<file path="src/hw/rtl/assert_macros.svh">
// assertion macros for the vertex transform rtl
// no dependencies; included by files that carry concurrent assertions
`ifndef ASSERT_MACROS_SVH
`define ASSERT_MACROS_SVH

// same-cycle implication, disabled during reset
`define VRTP_ASSERT_IMP(lbl, ck, rs, ante, cons) \
  lbl: assert property (@(posedge ck) disable iff (rs) (ante) |-> (cons)) \
    else $error("vrtp: implication check failed");

// next-cycle implication, disabled during reset
`define VRTP_ASSERT_NXT(lbl, ck, rs, ante, cons) \
  lbl: assert property (@(posedge ck) disable iff (rs) (ante) |=> (cons)) \
    else $error("vrtp: next-cycle check failed");

`endif

</file>
<file path="src/hw/rtl/vrtp_pkg.sv">
// shared constants, types and helper functions of the vertex transform
// no dependencies; used by the matrix builder, divider cell and top level
package vrtp_pkg;

  localparam int FRAC_BITS  = 12;
  localparam int PROJ_SHIFT = 8;
  localparam int SCREEN_W   = 320;
  localparam int SCREEN_H   = 240;

  localparam int CW     = 16;                   // coordinate and coefficient width
  localparam int TRIG_W = FRAC_BITS + 2;        // signed sine value, magnitude up to 1.0
  localparam int QW     = 2 * CW - FRAC_BITS;   // width of a shifted q product
  localparam int PROD_W = 2 * CW;
  localparam int SUM_W  = PROD_W + 2;           // three-term dot product
  localparam int ROT_W  = SUM_W - FRAC_BITS;
  localparam int XYZ_W  = ROT_W + 1;            // after offset add
  localparam int NUM_W  = XYZ_W + PROJ_SHIFT;   // dividend magnitude, one cell per bit
  localparam int REM_W  = XYZ_W;
  localparam int WIDE_W = 40;                   // saturation input width

  typedef enum logic [7:0] {
    CFG_ANGLE_X  = 8'd0,
    CFG_ANGLE_Y  = 8'd1,
    CFG_ANGLE_Z  = 8'd2,
    CFG_OFFSET_X = 8'd3,
    CFG_OFFSET_Y = 8'd4,
    CFG_OFFSET_Z = 8'd5
  } cfg_reg_t;

  // first quadrant of the sine table, q12
  localparam logic [12:0] QUARTER [0:64] = '{
    13'd0,    13'd101,  13'd201,  13'd301,  13'd401,  13'd501,  13'd601,  13'd700,
    13'd799,  13'd897,  13'd995,  13'd1092, 13'd1189, 13'd1285, 13'd1380, 13'd1474,
    13'd1567, 13'd1660, 13'd1751, 13'd1842, 13'd1931, 13'd2019, 13'd2106, 13'd2191,
    13'd2276, 13'd2359, 13'd2440, 13'd2520, 13'd2598, 13'd2675, 13'd2751, 13'd2824,
    13'd2896, 13'd2967, 13'd3035, 13'd3102, 13'd3166, 13'd3229, 13'd3290, 13'd3349,
    13'd3406, 13'd3461, 13'd3513, 13'd3564, 13'd3612, 13'd3659, 13'd3703, 13'd3745,
    13'd3784, 13'd3822, 13'd3857, 13'd3889, 13'd3920, 13'd3948, 13'd3973, 13'd3996,
    13'd4017, 13'd4036, 13'd4052, 13'd4065, 13'd4076, 13'd4085, 13'd4091, 13'd4095,
    13'd4096
  };

  // divider word handed from cell to cell
  typedef struct packed {
    logic                    front;
    logic                    fin;
    logic                    x_neg;
    logic                    y_neg;
    logic [REM_W-1:0]        den;
    logic signed [XYZ_W-1:0] x;
    logic signed [XYZ_W-1:0] y;
    logic signed [XYZ_W-1:0] z;
    logic [NUM_W-1:0]        num_x;
    logic [NUM_W-1:0]        num_y;
    logic [NUM_W-1:0]        quo_x;
    logic [NUM_W-1:0]        quo_y;
    logic [REM_W-1:0]        rem_x;
    logic [REM_W-1:0]        rem_y;
  } div_word_t;

  function automatic logic signed [TRIG_W-1:0] sine(input logic [7:0] k);
    logic [6:0]  idx;
    logic [12:0] mag;
    idx = k[6] ? (7'd64 - {1'b0, k[5:0]}) : {1'b0, k[5:0]};
    mag = QUARTER[idx];
    return k[7] ? -$signed({1'b0, mag}) : $signed({1'b0, mag});
  endfunction

  function automatic logic signed [QW-1:0] qmul(input logic signed [CW-1:0] a,
                                                input logic signed [CW-1:0] b);
    logic signed [PROD_W-1:0] p;
    p = a * b;
    return p[PROD_W-1:FRAC_BITS];
  endfunction

  function automatic logic signed [CW-1:0] sat16(input logic signed [WIDE_W-1:0] v);
    if (v > 40'sd32767) return 16'sh7fff;
    if (v < -40'sd32768) return 16'sh8000;
    return v[CW-1:0];
  endfunction

endpackage

</file>
<file path="src/hw/rtl/vrtp_div_cell.sv">
// one restoring-division cell: one quotient bit for x and for y per stage
// depends on vrtp_pkg (div_word_t)
module vrtp_div_cell (
  input  logic                clk,
  input  logic                rst,
  input  logic                in_valid,
  output logic                in_ready,
  input  vrtp_pkg::div_word_t in_word,
  output logic                out_valid,
  input  logic                out_ready,
  output vrtp_pkg::div_word_t out_word
);

  localparam int RW = vrtp_pkg::REM_W;
  localparam int NW = vrtp_pkg::NUM_W;

  logic                load;
  logic [RW:0]         tx, ty, dx, dy;
  logic                gx, gy;
  vrtp_pkg::div_word_t nxt;

  assign load     = !out_valid || out_ready;
  assign in_ready = load;

  always_comb begin
    tx  = {in_word.rem_x, in_word.num_x[NW-1]};
    ty  = {in_word.rem_y, in_word.num_y[NW-1]};
    dx  = tx - {1'b0, in_word.den};
    dy  = ty - {1'b0, in_word.den};
    gx  = tx >= {1'b0, in_word.den};
    gy  = ty >= {1'b0, in_word.den};
    nxt = in_word;
    nxt.rem_x = gx ? dx[RW-1:0] : tx[RW-1:0];
    nxt.rem_y = gy ? dy[RW-1:0] : ty[RW-1:0];
    nxt.num_x = {in_word.num_x[NW-2:0], 1'b0};
    nxt.num_y = {in_word.num_y[NW-2:0], 1'b0};
    nxt.quo_x = {in_word.quo_x[NW-2:0], gx};
    nxt.quo_y = {in_word.quo_y[NW-2:0], gy};
  end

  always_ff @(posedge clk) begin
    if (rst) begin
      out_valid <= 1'b0;
    end else if (load) begin
      out_valid <= in_valid;
    end
  end

  always_ff @(posedge clk) begin
    if (load) begin
      out_word <= nxt;
    end
  end

endmodule

</file>
<file path="config.mk">
export PLATFORM = sky130hd
export DESIGN_NAME = vrtp_div_cell
export DESIGN_NICKNAME = d
export VERILOG_FILES = /design/src/hw/rtl/assert_macros.svh /design/src/hw/rtl/vrtp_pkg.sv /design/src/hw/rtl/vrtp_div_cell.sv
export SDC_FILE = /design/constraint.sdc
export NUM_CORES = 1
export LEC_CHECK = 0
export BUFFER_PORTS_ARGS = -buffer_cell sky130_fd_sc_hd__clkbuf_2
export CELL_PAD_IN_SITES_DETAIL_PLACEMENT = 1
export CELL_PAD_IN_SITES_GLOBAL_PLACEMENT = 1
export CORE_AREA = 8 8 206 208
export CTS_CLUSTER_SIZE = 30
export DETAILED_ROUTE_END_ITERATION = 8
export DIE_AREA = 0 0 214 216
export HOLD_SLACK_MARGIN = 0.03
export MAX_ROUTING_LAYER = met4
export PLACE_DENSITY_LB_ADDON = 0.15
export SYNTH_ARGS = -nofsm -noshare
export SYNTH_HDL_FRONTEND = slang
export SYNTH_SLANG_ARGS = --single-unit
export TNS_END_PERCENT = 100
</file>
<file path="constraint.sdc">
create_clock -name clk -period 29.9 [get_ports clk]
set_input_delay 5.98 -clock clk [delete_from_list [all_inputs] [get_ports clk]]
set_output_delay 5.98 -clock clk [all_outputs]
set_load 0.005 [all_outputs]
</file>
==> metrics.txt <==
# TYPE chip_impl_metric gauge
chip_impl_info{name="critical_path.slowest_cell",value="nand2b_4"} 1
chip_impl_metric{name="wire_length_of_the_first_global_routing_pass",unit="µm"} 62300
chip_impl_metric{name="syn-instance-count",unit=""} 757
chip_impl_metric{name="num_vias",unit=""} 8409
chip_impl_metric{name="floorplan.die.height",unit="µm"} 216
chip_impl_metric{name="final_antenna_net_count",unit=""} 0
chip_impl_metric{name="drcViolationCount",unit=""} 0
chip_impl_metric{name="tritoncts.num_buffers",unit=""} 30
chip_impl_metric{name="initial_core_util",unit="%"} 28.5
chip_impl_info{name="final_common_cell",value="clkbuf_2"} 1
chip_impl_metric{name="core_area",unit="mm²"} 0.0392
chip_impl_info{name="layout_common_cells",value="clkbuf_2 (533), edfxtp_1 (264), nand2_1 (58)"} 1
chip_impl_metric{name="number_of_synthesized_flops_with_an_enable_pin",unit=""} 264
chip_impl_info{name="critPathCaptureType",value="primary output"} 1
chip_impl_metric{name="crit_path_max_incr_delay",unit="ns"} 0.37
chip_impl_metric{name="finalMaxSlewViolations",unit=""} 0
chip_impl_metric{name="syn_area",unit="mm²"} 0.0112
chip_impl_metric{name="crit_required",unit="ns"} 23.92
chip_impl_metric{name="worst-r2r-setup-slack",unit="ns"} 27.26
chip_impl_info{name="category_of_the_critical_setup_timing_path",value="primary input to primary output"} 1
chip_impl_metric{name="pre_cts_ws",unit="ns"} 17.25
chip_impl_metric{name="design.portCount",unit=""} 538
chip_impl_metric{name="clock-skew-final",unit="ns"} 0.00913
chip_impl_metric{name="drive_gt1_share",unit="%"} 45.3
chip_impl_metric{name="critical_path_arrival",unit="ns"} 6.64
chip_impl_metric{name="cts.htree.levels",unit=""} 1
chip_impl_info{name="holdCritPathClass",value="register to register"} 1
chip_impl_metric{name="buffer_ports.inserted",unit=""} 533
chip_impl_metric{name="cp_max_fo",unit=""} 25
chip_impl_metric{name="timing.final.ws_setup",unit="ns"} 17.28
chip_impl_info{name="r2r-end",value="out_word[239]$_DFFE_PP_"} 1
chip_impl_metric{name="post_cts.resized_instances",unit=""} 0
chip_impl_metric{name="grt.total_usage",unit="%"} 18.5
chip_impl_metric{name="grt_start_max_net_pins",unit=""} 76
chip_impl_metric{name="routabilityCongestion",unit=""} 0.834
chip_impl_metric{name="number_of_distinct_library_cells_after_synthesis",unit=""} 68
chip_impl_metric{name="cts-root-to-sink-buffers",unit=""} 3
chip_impl_metric{name="final-hold-violation-count",unit=""} 0
chip_impl_metric{name="routedWlPerCell",unit="µm"} 23.2
chip_impl_metric{name="grt_antenna_before_repair",unit=""} 16
chip_impl_metric{name="power-per-cell-area",unit="mW/mm²"} 61.2
chip_impl_info{name="cp_common_cell",value="clkbuf_2"} 1
chip_impl_info{name="tritoncts",value="built"} 1
chip_impl_info{name="startpoint_of_the_worst_hold_path",value="out_valid$_SDFFE_PP0P_"} 1
chip_impl_metric{name="maxCapViolCount",unit=""} 0
chip_impl_metric{name="final_net_count",unit=""} 1627
chip_impl_metric{name="floorplan.rows",unit=""} 73
chip_impl_info{name="yosys_most_used_dff",value="edfxtp_1"} 1
chip_impl_metric{name="seq_area_frac_synth",unit="%"} 71.1
chip_impl_metric{name="estimated_wirelength_of_the_detail_placed_design",unit="µm"} 36000
chip_impl_metric{name="final.setup.tns",unit="ns"} 0
chip_impl_info{name="crit_path_cell_trace",value="clkbuf_2, nand2b_4, clkbuf_2"} 1
chip_impl_metric{name="drtPass1Iterations",unit=""} 6
chip_impl_metric{name="power.static_leakage",unit="nW"} 6.83
chip_impl_metric{name="fp.dieW",unit="µm"} 214
chip_impl_metric{name="cts.sink_count",unit=""} 265
chip_impl_metric{name="actual_slew_at_the_worst_max_slew_pin",unit="ns"} 1.14
chip_impl_metric{name="yosysWarningCount",unit=""} 0
chip_impl_metric{name="finalSetupViolations",unit=""} 0
chip_impl_info{name="grt_setup_unrepaired",value="false"} 1
chip_impl_metric{name="period_share",unit="%"} 42.2
chip_impl_metric{name="fin_crit",unit="ns"} 12.62
chip_impl_metric{name="relSlewSlack",unit="%"} 24.0
chip_impl_metric{name="cts_hold_buffers",unit=""} 0
chip_impl_metric{name="avgSynthCellArea",unit="µm²"} 14.8
chip_impl_metric{name="syn_to_final_growth",unit="%"} 37.2
chip_impl_info{name="setup.worst_path.start",value="out_ready"} 1
chip_impl_metric{name="sum_of_routed_wire_length_over_all_layers",unit="µm"} 43500
chip_impl_info{name="worst_r2r_startpoint",value="out_valid$_SDFFE_PP0P_"} 1
chip_impl_info{name="cts.root.buffer_cell",value="clkbuf_16"} 1
chip_impl_metric{name="grt_pass1_vias",unit=""} 9000
chip_impl_info{name="crit_path_start_kind",value="primary input"} 1
chip_impl_metric{name="clk-insertion-delay-late",unit="ns"} 0.57
chip_impl_info{name="endpoint",value="in_ready"} 1
chip_impl_metric{name="asyncSetResetFlopFracSynth",unit="%"} 0
chip_impl_info{name="result_of_the_run",value="finished, final reports clean"} 1
chip_impl_metric{name="drt_first_iter_violations",unit=""} 488
chip_impl_metric{name="ir_drop",unit="µV"} 44.2
chip_impl_metric{name="synth_seq_cells",unit=""} 265
chip_impl_metric{name="viasPerCell",unit=""} 4.49
chip_impl_metric{name="clkSlewWorstSetupHoldPaths",unit="ns"} 0.06
chip_impl_metric{name="r2r.worst_path.cells",unit=""} 3
chip_impl_metric{name="postCtsSetupBuffers",unit=""} 0
chip_impl_metric{name="fmax",unit="GHz"} 0.0793
chip_impl_metric{name="grt_overflow",unit=""} 0
chip_impl_metric{name="design.die.area",unit="mm²"} 0.0462
## cells by family after synthesis
| kind of cell | Yosys count | synth area share [%] |
|---|---|---|
| mux | 14 | 1.42 |
| xor+xnor | 32 | 2.51 |
| compound gates | 176 | 10.2 |
| flops | 265 | 71.1 |
| buf+inv | 58 | 2.45 |
| other cells | 1 | 0.0335 |
| fa+ha+maj | 48 | 5.51 |
| simple gates | 163 | 6.76 |
## critical path: cells and delay by family
family | cells | cell delay [ns]
and+or+nand+nor | 1 | 0.37
buffers and inverters | 2 | 0.26
## state kept, by name, indices dropped and copies added, names as in the netlist
signal     cells
out_word     264
out_valid      1
## worst min-delay path by stage
stage / end / slack, ns / cells after the start
3_5_place_dp: out_word[185]$_DFFE_PP_ / 0.91 / 1
2_1_floorplan: out_valid$_SDFFE_PP0P_ / 5.88 / 2
3_3_place_gp: out_word[185]$_DFFE_PP_ / 0.91 / 1
6_report: out_word[185]$_DFFE_PP_ / 0.89 / 1
4_1_cts: out_word[185]$_DFFE_PP_ / 0.92 / 1
5_1_grt: out_word[185]$_DFFE_PP_ / 0.94 / 1
## metal layers
metal / vias up / global-route usage, % / wire [µm]
li1: 4000 / - / -
met1: 4068 / 18.2 / 15700
met2: 301 / 34.1 / 23500
met3: 40 / 6.76 / 3360
met4: 0 / 4.74 / 928
met5: - / - / 0
## synth_stat cells, types with 2 or more instances
library cell,number,share of area (%)
and4_1,2,0.16
a21o_1,9,0.60
buf_6,3,0.30
buf_2,8,0.36
nor3_1,5,0.22
a211oi_1,8,0.54
ha_1,46,5.1
nor2_1,48,1.6
mux2_2,11,1.1
xnor2_1,18,1.4
o211ai_1,5,0.34
xor2_1,14,1.1
o2111ai_1,3,0.24
mux2i_1,2,0.18
o31ai_1,6,0.40
nand2_1,58,1.9
fa_1,2,0.36
nand3_1,6,0.27
nand4_1,7,0.39
o21a_1,7,0.47
edfxtp_1,264,71
nor2b_1,9,0.50
nor4_1,2,0.11
inv_1,38,1.3
nand3b_1,3,0.20
a211oi_2,2,0.22
and2_1,2,0.11
a31o_2,4,0.31
o21ai_1,4,0.18
and3_1,5,0.28
a21oi_1,53,2.4
or3_1,5,0.28
o21ai_0,44,2.0
buf_4,6,0.40
o21bai_1,4,0.27
nand2b_1,6,0.34
a31oi_1,7,0.39
## layout make-up
class | instances | area [µm²]
clock buffers | 39 | 785
inverters | 39 | 146
fillers | 4368 | 23800
well taps | 525 | 657
repair buffers | 538 | 2710
diodes | 16 | 40.0
multi-input cells | 435 | 2970
flip-flops and latches | 265 | 7950
clock inverters | 14 | 93.8
## power by group
group	total, W	switching, W	internal, W	leakage, nW
registers	0.000458	0.00000872	0.000449	2.74
clock network	0.000332	0.000148	0.000184	0.417
logic	0.000149	0.0000851	0.0000641	3.66
## metrics by stage
step                cell area [µm²]  hold slack [ns]  cells  util (%)  total power, W
floorplan                     11200             5.88    758         -        0.000540
global placement              14400            0.910   1802      36.8        0.000616
detailed placement            14400            0.913   1802      36.8        0.000619
CTS                           15300            0.924   1855      39.1        0.000957
global route                  15300            0.938   1871      39.2        0.000984
finish                        15300            0.887   1871      39.2        0.000940
Power figures use the tool's default switching activity.
